$ cat src/multi_timer_scheduler_core_assert.svh
// ----------------------------------------------------------------------------
// Multi-timer scheduler assertion macros
// Concurrent checks that can be compiled out with ASSERT_OFF.
// ----------------------------------------------------------------------------
`ifndef MULTI_TIMER_SCHEDULER_CORE_ASSERT_SVH
`define MULTI_TIMER_SCHEDULER_CORE_ASSERT_SVH
`ifndef ASSERT_OFF
`define MTS_ASSERT_IMPL(label, clk, rst, ante, cons) \
  label: assert property (@(posedge clk) disable iff (rst) (ante) |-> (cons)) \
    else $error("mts assertion failed");
`define MTS_ASSERT_NEXT(label, clk, rst, ante, cons) \
  label: assert property (@(posedge clk) disable iff (rst) (ante) |=> (cons)) \
    else $error("mts assertion failed");
`else
`define MTS_ASSERT_IMPL(label, clk, rst, ante, cons)
`define MTS_ASSERT_NEXT(label, clk, rst, ante, cons)
`endif
`endif

$ cat src/mts_pkg.sv
// ----------------------------------------------------------------------------
// Multi-timer scheduler package
// Payload types, codes and controller/datapath handshake types.
// ----------------------------------------------------------------------------
package mts_pkg;

  localparam int NUM_TIMERS_DEF = 8;
  localparam int MAX_STEPS      = 7;
  localparam int ACC_W          = 40;
  localparam int CFG_IDX_W      = 1;

  localparam logic [2:0] ACT_SCHEDULE   = 3'd0;
  localparam logic [2:0] ACT_CANCEL     = 3'd1;
  localparam logic [2:0] ACT_CANCEL_ALL = 3'd2;
  localparam logic [2:0] ACT_SET_PAUSE  = 3'd3;
  localparam logic [2:0] ACT_QUERY      = 3'd4;
  localparam logic [2:0] ACT_ADVANCE    = 3'd5;

  localparam logic [1:0] KIND_DELIVERY = 2'd0;
  localparam logic [1:0] KIND_STATUS   = 2'd1;
  localparam logic [1:0] KIND_FINISHED = 2'd2;

  localparam logic [1:0] ST_OK          = 2'd0;
  localparam logic [1:0] ST_BAD_HANDLE  = 2'd1;
  localparam logic [1:0] ST_SLOT_IN_USE = 2'd2;
  localparam logic [1:0] ST_BAD_ARG     = 2'd3;

  localparam logic [CFG_IDX_W-1:0] CFG_TIME_SCALE = 1'd0;
  localparam logic [CFG_IDX_W-1:0] CFG_MAX_STEPS  = 1'd1;

  localparam logic [15:0] TIME_SCALE_RST = 16'd256;
  localparam logic [2:0]  MAX_STEPS_RST  = 3'd4;

  typedef struct packed {
    logic [2:0]  action;
    logic [2:0]  timer_slot;
    logic [31:0] interval;
    logic [31:0] first_delay;
    logic        delay_given;
    logic [31:0] repeat_count;
    logic        repeat_forever;
    logic        ignores_scale;
    logic        paused;
    logic [31:0] delta;
  } in_t;

  typedef struct packed {
    logic [1:0]  kind;
    logic [2:0]  slot;
    logic [31:0] iteration;
    logic        retired;
    logic [1:0]  status;
    logic [31:0] time_left;
    logic        is_paused;
    logic        is_active;
    logic [3:0]  active_count;
    logic [63:0] discarded_total;
    logic        last;
  } out_t;

  typedef struct packed {
    logic [CFG_IDX_W-1:0] index;
    logic [15:0]          value;
  } cfg_t;

  typedef enum logic [3:0] {
    OP_NONE,
    OP_CAPTURE,
    OP_EXEC,
    OP_EMIT_STATUS,
    OP_SCALE,
    OP_SLOT_LOAD,
    OP_STEP,
    OP_WRITEBACK,
    OP_DIV_STEP,
    OP_DIV_DONE,
    OP_NEXT_SLOT,
    OP_EMIT_DELIV,
    OP_EMIT_FIN
  } dp_op_t;

  typedef struct packed {
    logic is_advance;
    logic out_free;
    logic slot_run;
    logic step_stop;
    logic need_div;
    logic div_done;
    logic last_slot;
    logic buf_empty;
    logic buf_end;
  } dp_status_t;

endpackage

$ cat src/mts_ctrl.sv
// ----------------------------------------------------------------------------
// Multi-timer scheduler controller
// Sequences commands, the advance slot walk and result emission.
// ----------------------------------------------------------------------------
module mts_ctrl (
  input  logic                clk,
  input  logic                rst,
  input  logic                in_valid,
  output logic                in_ready,
  input  mts_pkg::dp_status_t st,
  output mts_pkg::dp_op_t     op
);

  typedef enum logic [3:0] {
    S_IDLE, S_DISP, S_EXEC, S_STATUS, S_SCALE, S_LOAD, S_STEP,
    S_WB, S_DIV, S_DIVEND, S_NEXT, S_RD, S_EMIT, S_FIN
  } state_t;

  state_t state, state_next;

  assign in_ready = (state == S_IDLE);

  always_comb begin
    state_next = state;
    op         = mts_pkg::OP_NONE;
    unique case (state)
      S_IDLE: begin
        if (in_valid) begin
          op         = mts_pkg::OP_CAPTURE;
          state_next = S_DISP;
        end
      end
      S_DISP:   state_next = st.is_advance ? S_SCALE : S_EXEC;
      S_EXEC: begin
        op         = mts_pkg::OP_EXEC;
        state_next = S_STATUS;
      end
      S_STATUS: begin
        if (st.out_free) begin
          op         = mts_pkg::OP_EMIT_STATUS;
          state_next = S_IDLE;
        end
      end
      S_SCALE: begin
        op         = mts_pkg::OP_SCALE;
        state_next = S_LOAD;
      end
      S_LOAD: begin
        op         = mts_pkg::OP_SLOT_LOAD;
        state_next = st.slot_run ? S_STEP : S_NEXT;
      end
      S_STEP: begin
        op = mts_pkg::OP_STEP;
        if (st.step_stop) state_next = S_WB;
      end
      S_WB: begin
        op         = mts_pkg::OP_WRITEBACK;
        state_next = st.need_div ? S_DIV : S_NEXT;
      end
      S_DIV: begin
        op = mts_pkg::OP_DIV_STEP;
        if (st.div_done) state_next = S_DIVEND;
      end
      S_DIVEND: begin
        op         = mts_pkg::OP_DIV_DONE;
        state_next = S_NEXT;
      end
      S_NEXT: begin
        op = mts_pkg::OP_NEXT_SLOT;
        priority if (!st.last_slot) state_next = S_LOAD;
        else if (st.buf_empty)      state_next = S_FIN;
        else                        state_next = S_RD;
      end
      S_RD:     state_next = S_EMIT;
      S_EMIT: begin
        if (st.out_free) begin
          op         = mts_pkg::OP_EMIT_DELIV;
          state_next = st.buf_end ? S_FIN : S_RD;
        end
      end
      S_FIN: begin
        if (st.out_free) begin
          op         = mts_pkg::OP_EMIT_FIN;
          state_next = S_IDLE;
        end
      end
      default: state_next = S_IDLE;
    endcase
  end

  always_ff @(posedge clk) begin
    if (rst) begin
      state <= S_IDLE;
    end else begin
      state <= state_next;
    end
  end

endmodule

$ cat config.mk
export PLATFORM = sky130hd
export DESIGN_NAME = mts_ctrl
export DESIGN_NICKNAME = d
export VERILOG_FILES = /design/src/multi_timer_scheduler_core_assert.svh /design/src/mts_pkg.sv /design/src/mts_ctrl.sv
export SDC_FILE = /design/constraint.sdc
export NUM_CORES = 1
export LEC_CHECK = 0
export BUFFER_PORTS_ARGS = -buffer_cell sky130_fd_sc_hd__buf_2
export CORE_AREA = 2 2 39 41
export DETAILED_ROUTE_END_ITERATION = 12
export DIE_AREA = 0 0 41 43
export PLACE_DENSITY_LB_ADDON = 0.2
export REMOVE_ABC_BUFFERS = 1
export SLEW_MARGIN = 20
export SYNTH_ARGS = -nofsm -noshare
export SYNTH_HDL_FRONTEND = slang
export SYNTH_SLANG_ARGS = --single-unit
export TNS_END_PERCENT = 100
$ cat constraint.sdc
create_clock -name clk -period 2.9 [get_ports clk]
set_clock_uncertainty 0.2 [all_clocks]
set_input_delay 0.87 -clock clk [delete_from_list [all_inputs] [get_ports clk]]
set_output_delay 0.87 -clock clk [all_outputs]
set_load 0.02 [all_outputs]
==> results of run 1 <==
-- final timing paths --
path,start,to,depth (start not counted),slack (ns)
min,state[1],state[1],2,0.44
max reg2reg,state[2],state[1],5,0.91
min reg2reg,state[1],state[1],2,0.44
max,state[2],op[0],5,0.18
-- layout make-up --
| class | instances | area (um^2) | area share, % |
|---|---|---|---|
| clock buffers | 3 | 22.5 | 3.37 |
| well taps | 16 | 20.0 | 3.00 |
| repair buffers | 21 | 118 | 17.6 |
| multi-input cells | 63 | 417 | 62.4 |
| flip-flops and latches | 4 | 80.1 | 12.0 |
| inverters | 3 | 11.3 | 1.69 |
-- metal layers --
metal  global-route usage, %  routed length (um)  up-vias
li1                        -                   -      330
met5                       0                   0        -
met4                    4.00                   0        0
met3                    4.71                  37        0
met2                    26.6                 634        9
met1                    24.4                 722      294
-- Yosys cell counts (2+ instances only) --
master     n  area, um^2
nand2b_1   9        56.3
nor2_1     6        22.5
a21oi_1    5        25.0
buf_2      4        20.0
dfxtp_1    4        80.1
o21ai_0    4        20.0
o32ai_1    4        35.0
clkbuf_1   3        11.3
inv_1      3        11.3
nor4_1     3        18.8
buf_6      2        22.5
nand2_1    2        7.51
nand4bb_1  2        22.5
nor2b_1    2        12.5
nor3_1     2        10.0
nor3b_1    2        15.0
o22ai_1    2        12.5
o41ai_1    2        17.5
-- worst min-delay path, delay by kind of cell (launching register included) --
| family | cells | cell delay [ns] |
|---|---|---|
| AOI/OAI and AO/OA | 1 | 0.12 |
| buffers and inverters | 1 | 0.16 |
| DFF | 1 | 0.30 |
-- cell families after synthesis --
group	Yosys count	share of synthesized area (%)
and+or+nand+nor	34	37.2
AOI/OAI and AO/OA	27	33.2
buffers and inverters	12	11.6
DFF	4	14.3
muxes	2	3.79
-- power by group through the flow --
| stage | logic [mW] | registers (mW) | clock network, mW |
|---|---|---|---|
| 3_5_place_dp | 0.169 | 0.0755 | 0 |
| 4_1_cts | 0.170 | 0.0746 | 0.0712 |
| 5_1_grt | 0.188 | 0.0759 | 0.0752 |
| 6_report | 0.170 | 0.0749 | 0.0661 |
| 2_1_floorplan | 0.0988 | 0.0886 | 0 |
| 3_3_place_gp | 0.169 | 0.0755 | 0 |
==> impl_metrics.json, run 1 <==
{
  "antenna_found_initial": 0,
  "synth_edf_count": 0,
  "max_freq_mhz": 368,
  "synth-seq-area-share_pct": 14.3,
  "largest_reg_flops": 4,
  "io_buffers": 16,
  "fin_area_um2": 668,
  "synthCells": 79,
  "post-cts-setup-buffers": 0,
  "endpoint_kind": "output pin",
  "status": "complete, no violations",
  "drive_above_1_share_pct": 28.7,
  "yosysWarnings": 0,
  "synthFlopType": "dfxtp_1",
  "ios": 17,
  "dpl.cell_count": 107,
  "intPower_uw": 183,
  "tightest_slew_ns": 0.535,
  "fin_ws_ns": 0.180,
  "dieHeight_um": 43,
  "layout.cells.non_filler": 110,
  "relSlewSlack_pct": 64.2,
  "cap_violations": 0,
  "via_per_inst": 5.75,
  "cpPeakStageDelay_ns": 0.58,
  "p_switching_uw": 128,
  "crit_path_top_delay_cell": "dfxtp_1",
  "grt.overflow.total": 0,
  "path_cells": "and2_4, a221oi_1, a211o_1, o21ai_1, buf_2",
  "vias": 633,
  "combPwrFrac_pct": 54.6,
  "fillers": 147,
  "finalCritPeriodShare_pct": 93.8,
  "power_frac_clock_pct": 21.3,
  "hold_path.class": "flop to flop",
  "first_pass_iters": 4,
  "grt_pass1_vias": 526,
  "path_class": "flop to output pin",
  "dpl_cell_area_um2": 646,
  "dpl_worst_slack_ns": 0.192,
  "layout_common_cells": "buf_2, nand2b_1, nor2_1",
  "hold_viol_final": 0,
  "cts_max_level": 1,
  "async_reset_ff_share_pct": 0,
  "finalSetupTns_ns": 0,
  "gp_congestion": 0.766,
  "rows": 14,
  "die_w_um": 41,
  "maxSlewViolCount": 0,
  "core-area_um2": 1380,
  "synth.distinct_cells": 36,
  "path_delay_family": "flip-flops",
  "finalSetupViolCount": 0,
  "cts.hold.buffers_added": 0,
  "avgSynthCellArea_um2": 7.11,
  "routedWlPerCell_um": 12.7,
  "reg.largest.list": "state: 4 flops",
  "syn2layout_area_growth_pct": 18.9,
  "clkLatencyLatePin_ns": 0.23,
  "path_clk_slew_ns": 0.04,
  "power_density_nw_per_um2": 465,
  "p_leak_nw": 0.261,
  "worstPathRequired_ns": 1.83,
  "total_power_uw": 311,
  "drt-initial-drc-count": 14,
  "ir_drop_uv": 193,
  "drtAntennaViolNets": 0,
  "post_cts_resized": 0,
  "dpl.hpwl_mm": 1.02,
  "clk_path_buf_depth": 2,
  "fin_util_pct": 48.3,
  "cts-root-buf": "clkbuf_4",
  "grt_usage_pct": 17.7,
  "critPathBufInv": 1,
  "grt_pass1_wl_mm": 2.18,
  "worst-path-max-fanout": 14,
  "syn_area_um2": 562,
  "drt-total-wl_mm": 1.39,
  "hold_slack_ns": 0.438,
  "swShare_pct": 41.1,
  "cts_tree": "done",
  "cp-start-kind": "flop",
  "seqPwrFrac_pct": 24.1,
  "die-area_um2": 1760,
  "n_antenna_cell": 0,
  "nNetsFinal": 108,
  "top_register": "state",
  "layout_commonest_cell": "buf_2",
  "rsz0062_at_grt": "false",
  "cts_made_buffers": 3,
  "synth_seq_cells": 4,
  "worstPathArrival_ns": 1.65,
  "cts_sinks": 4,
  "initial_core_util_pct": 40.6,
  "finalCriticalPeriod_ns": 2.72,
  "grt_max_degree": 19,
  "route.detailed.drc": 0
}
Power figures use the tool's default switching activity.
==> inputs of run 2 (changes only) <==
Settings changed: CELL_PAD_IN_SITES_DETAIL_PLACEMENT from default to 1, CELL_PAD_IN_SITES_GLOBAL_PLACEMENT from default to 1, CORE_AREA 2 2 39 41 to default, CORE_MARGIN from default to 1.5, CORE_UTILIZATION from default to 36, CTS_CLUSTER_SIZE from default to 16, DIE_AREA 0 0 41 43 to default.
==> run 2 against run 1 <==
Sequential share of layout area unchanged. Power up 4.3%. First-iteration DRC count is 14% higher. Cell count unchanged. Critical path depth did not move. Setup slack got worse by 0.0066 ns. Global-route usage up 4.5 points. Non-clock buffer count did not move. Routed wire length grew 23%. Worst hold slack better by 0.018 ns. Largest power group unchanged. Sequential cell count unchanged.
==> impl_metrics.json, run 2 (synthesis gave the netlist of run 1 again) <==
{
  "p_switching_uw": 141,
  "cts_sinks": 4,
  "n_antenna_cell": 0,
  "grt.overflow.total": 0,
  "nNetsFinal": 108,
  "drt-initial-drc-count": 16,
  "dpl_worst_slack_ns": 0.172,
  "clkLatencyLatePin_ns": 0.24,
  "post-cts-setup-buffers": 0,
  "top_register": "state",
  "hp-start": "state[1]",
  "dpl.hpwl_mm": 1.23,
  "layout_common_cells": "buf_2, nand2b_1, nor2_1",
  "rows": 14,
  "fin_ws_ns": 0.173,
  "cts_tree": "done",
  "io_buffers": 16,
  "reg2reg_slack_ns": 0.92,
  "crit_start": "st[7]",
  "tightest_slew_ns": 0.631,
  "swShare_pct": 43.3,
  "drtAntennaViolNets": 0,
  "cts-root-buf": "clkbuf_4",
  "path_clk_slew_ns": 0.03,
  "route.detailed.drc": 0,
  "ir_drop_uv": 165,
  "finalSetupViolCount": 0,
  "grt_usage_pct": 22.2,
  "max_freq_mhz": 367,
  "finalCriticalPeriod_ns": 2.73,
  "cts.hold.buffers_added": 0,
  "cap_violations": 0,
  "seqPwrFrac_pct": 21.4,
  "via_per_inst": 6.11,
  "grt_pass1_wl_mm": 3.13,
  "gp_congestion": 0.778,
  "worstPathRequired_ns": 1.83,
  "clk_path_buf_depth": 2,
  "grt_max_degree": 23,
  "post_cts_resized": 0,
  "cts_max_level": 1,
  "ios": 17,
  "p_leak_nw": 0.260,
  "drt-total-wl_mm": 1.71,
  "worst-path-max-fanout": 10,
  "first_pass_iters": 4,
  "worstPathArrival_ns": 1.66,
  "cts_made_buffers": 3,
  "vias": 672,
  "antenna_found_initial": 0,
  "largest_reg_flops": 4,
  "rsz0062_at_grt": "false",
  "dpl.cell_count": 107,
  "layout_commonest_cell": "buf_2",
  "status": "complete, no violations",
  "routedWlPerCell_um": 15.6,
  "layout.cells.non_filler": 110,
  "hold_viol_final": 0,
  "power_density_nw_per_um2": 485,
  "maxSlewViolCount": 0,
  "dieHeight_um": 42.5,
  "die-area_um2": 1810,
  "combPwrFrac_pct": 56.3,
  "cp-start-kind": "primary input",
  "relSlewSlack_pct": 57.8,
  "grt_pass1_vias": 675,
  "hold_slack_ns": 0.456,
  "path_class": "primary input to output pin",
  "finalCritPeriodShare_pct": 94.0,
  "intPower_uw": 184,
  "syn2layout_area_growth_pct": 18.9,
  "reg.largest.list": "state: 4 flops",
  "drive_above_1_share_pct": 28.7,
  "power_frac_clock_pct": 22.3,
  "core-area_um2": 1490,
  "die_w_um": 42.5,
  "initial_core_util_pct": 37.7,
  "r2r-start": "state[0]",
  "finalSetupTns_ns": 0,
  "endpoint_kind": "output pin",
  "hold_path.class": "flop to flop"
}
run 2: cell counts in the layout (fill, tap and decap cells not counted):
Identical to the previous run, type by type.
run 2: path summary, 6_finish.rpt:
kind / cells after the start / endpoint
worst max-delay path: 5 / op[0]
worst min-delay path: 3 / state[1]
worst max register to register: 5 / state[3]
worst min register to register: 3 / state[1]
run 2: cell type report:
type                       instances  area (um^2)
clock buffer                       3         22.5
fill                             198          821
inverter                           3         11.3
multi-input combinational         63          417
sequential                         4         80.1
tap                               16         20.0
timing repair buffer              21          118
run 2: stage by stage:
stage | cell area (um^2) | utilization (%) | power, mW
6_report | 668 | 44.9 | 0.324
5_1_grt | 668 | 44.9 | 0.352
4_1_cts | 668 | 44.9 | 0.325
3_5_place_dp | 646 | 43.4 | 0.251
3_3_place_gp | 646 | 43.4 | 0.248
2_1_floorplan | 508 | - | 0.187
run 2: power groups by stage:
| stage | Combinational [mW] | Clock [mW] | Sequential, mW |
|---|---|---|---|
| 5_1_grt | 0.204 | 0.0782 | 0.0698 |
| 4_1_cts | 0.182 | 0.0744 | 0.0691 |
| 2_1_floorplan | 0.0988 | 0 | 0.0886 |
| 6_report | 0.182 | 0.0724 | 0.0694 |
| 3_3_place_gp | 0.177 | 0 | 0.0701 |
| 3_5_place_dp | 0.181 | 0 | 0.0699 |
run 2: layer usage:
layer	GRT usage, %	up-vias	wire length (um)
met5	0	-	0
met4	7.50	0	0
li1	-	336	-
met1	28.6	317	769
met3	4.31	0	70
met2	36.6	19	874
run 2: worst max-delay path, stage by stage:
cell	delay, ns
buf_2	0.15
a221oi_1	0.29
a211o_1	0.14
o21ai_1	0.05
buf_2	0.15
==> inputs of run 3 (changes only) <==
Settings changed: CORE_UTILIZATION 36 to 31.
Clock period 2.9 ns to 2.4 ns, I/O delays scaled along.
==> run 3 against run 2 <==
Global-route usage is 2.8 points lower. Clock power is 14% higher. Routed wire length is 2.6% higher. Critical path type unchanged. Largest cell class unchanged. Largest power group unchanged.
==> impl_metrics.json, run 3 (synthesis gave the netlist of run 1 again) <==
{
  "initial_core_util_pct": 32.9,
  "path_clk_slew_ns": 0.04,
  "vias": 673,
  "cts.hold.buffers_added": 0,
  "layout_common_cells": "buf_2, nand2b_1, nor2_1, buf_4, a21oi_1",
  "route.detailed.drc": 0,
  "cp-start-kind": "primary input",
  "gp_congestion": 0.732,
  "worstPathRequired_ns": 1.48,
  "cts_tree": "done",
  "rsz0062_at_grt": "false",
  "cap_violations": 0,
  "drt-total-wl_mm": 1.76,
  "cts_made_buffers": 3,
  "max_freq_mhz": 432,
  "drt-initial-drc-count": 9,
  "status": "complete, no violations",
  "routedWlPerCell_um": 14.7,
  "reg2regPathDepth": 5,
  "ios": 17,
  "grt_max_degree": 17,
  "grt_pass1_wl_mm": 2.92,
  "grt_usage_pct": 19.3,
  "path_class": "primary input to output pin",
  "post-cts-setup-buffers": 0,
  "via_per_inst": 5.61,
  "dpl_worst_slack_ns": 0.0177,
  "fin_util_pct": 42.4,
  "min_path_cells": 2,
  "dieHeight_um": 45.6,
  "die_w_um": 45.6,
  "grt_pass1_vias": 634,
  "drive_above_1_share_pct": 33.7,
  "path_cells": "buf_6, a221oi_2, a211o_1, o21ai_1, buf_4",
  "p_leak_nw": 0.276,
  "finalCriticalPeriod_ns": 2.32,
  "die-area_um2": 2080,
  "reg.largest.list": "state: 4 flops",
  "dpl.hpwl_mm": 1.32,
  "clkLatencyLatePin_ns": 0.23,
  "first_pass_iters": 3,
  "hold_viol_final": 0,
  "power_density_nw_per_um2": 552,
  "rows": 15,
  "clk_path_buf_depth": 2,
  "top_register": "state",
  "grt.overflow.total": 0,
  "cts-root-buf": "clkbuf_4",
  "syn2layout_area_growth_pct": 29.0,
  "finalCritPeriodShare_pct": 96.6,
  "cts_max_level": 1,
  "total_power_uw": 400,
  "antenna_found_initial": 0,
  "maxSlewViolCount": 0,
  "endpoint_kind": "output pin",
  "cpPeakStageDelay_ns": 0.25,
  "cts_sinks": 4,
  "finalSetupTns_ns": 0,
  "io_buffers": 16,
  "ir_drop_uv": 264,
  "relSlewSlack_pct": 58.9,
  "layout_commonest_cell": "buf_2",
  "crit_path_top_delay_cell": "a221oi_2",
  "hold_path.class": "flop to flop",
  "worstPathArrival_ns": 1.40,
  "reg2reg_slack_ns": 0.35,
  "core-area_um2": 1710,
  "worst-path-max-fanout": 2,
  "tightest_slew_ns": 0.615,
  "drtAntennaViolNets": 0,
  "fin_ws_ns": 0.0825,
  "largest_reg_flops": 4,
  "finalSetupViolCount": 0,
  "n_antenna_cell": 0,
  "nNetsFinal": 109
}
## run 3: changes by cell type in the layout (fill, tap and decap cells not counted), sizes merged
cell,delta
buf,+1
## run 3: critical path, delay by kind of cell
family	cells	cell delay [ns]
buf+inv	2	0.25
compound gates	3	0.43
## run 3: metal layers
metal | track usage [%] | routed length, um | vias to the layer above
li1 | - | - | 333
met1 | 28.1 | 876 | 332
met2 | 30.4 | 857 | 8
met3 | 0 | 25 | 0
met4 | 7.06 | 0 | 0
met5 | 0 | 0 | -
## run 3: what timing repair did
| action | in CTS | in global routing |
|---|---|---|
| resized for setup | 2 | 9 |
| pin swaps | 0 | 2 |
| setup endpoints to repair | 1 | 1 |
## run 3: per-stage QoR
step / cell area (um^2) / instances / hold slack [ns]
6_report: 724 / 120 / 0.482
5_1_grt: 724 / 120 / 0.515
4_1_cts: 689 / 120 / 0.494
3_5_place_dp: 664 / 117 / 0.481
3_3_place_gp: 664 / 117 / 0.478
2_1_floorplan: 508 / 70 / 0.519
## run 3: path summary, 6_finish.rpt
path / start / to
worst min register to register: state[1] / state[1]
worst min-delay path: state[1] / state[1]
worst max register to register: state[0] / state[1]
worst max-delay path: in_valid / op[0]
## run 3: cell type report
cell class / count / area (um^2)
clock buffers: 3 / 22.5
fillers: 223 / 983
inverters: 3 / 11.3
multi-input cells: 63 / 430
flip-flops and latches: 4 / 85.1
well taps: 25 / 31.3
repair buffers: 22 / 144
## run 3: where the power goes
part	internal (mW)	leakage (nW)	switching [mW]
Clock	0.0559	0.0138	0.0265
Sequential	0.0766	0.0340	0.0149
Combinational	0.100	0.228	0.126
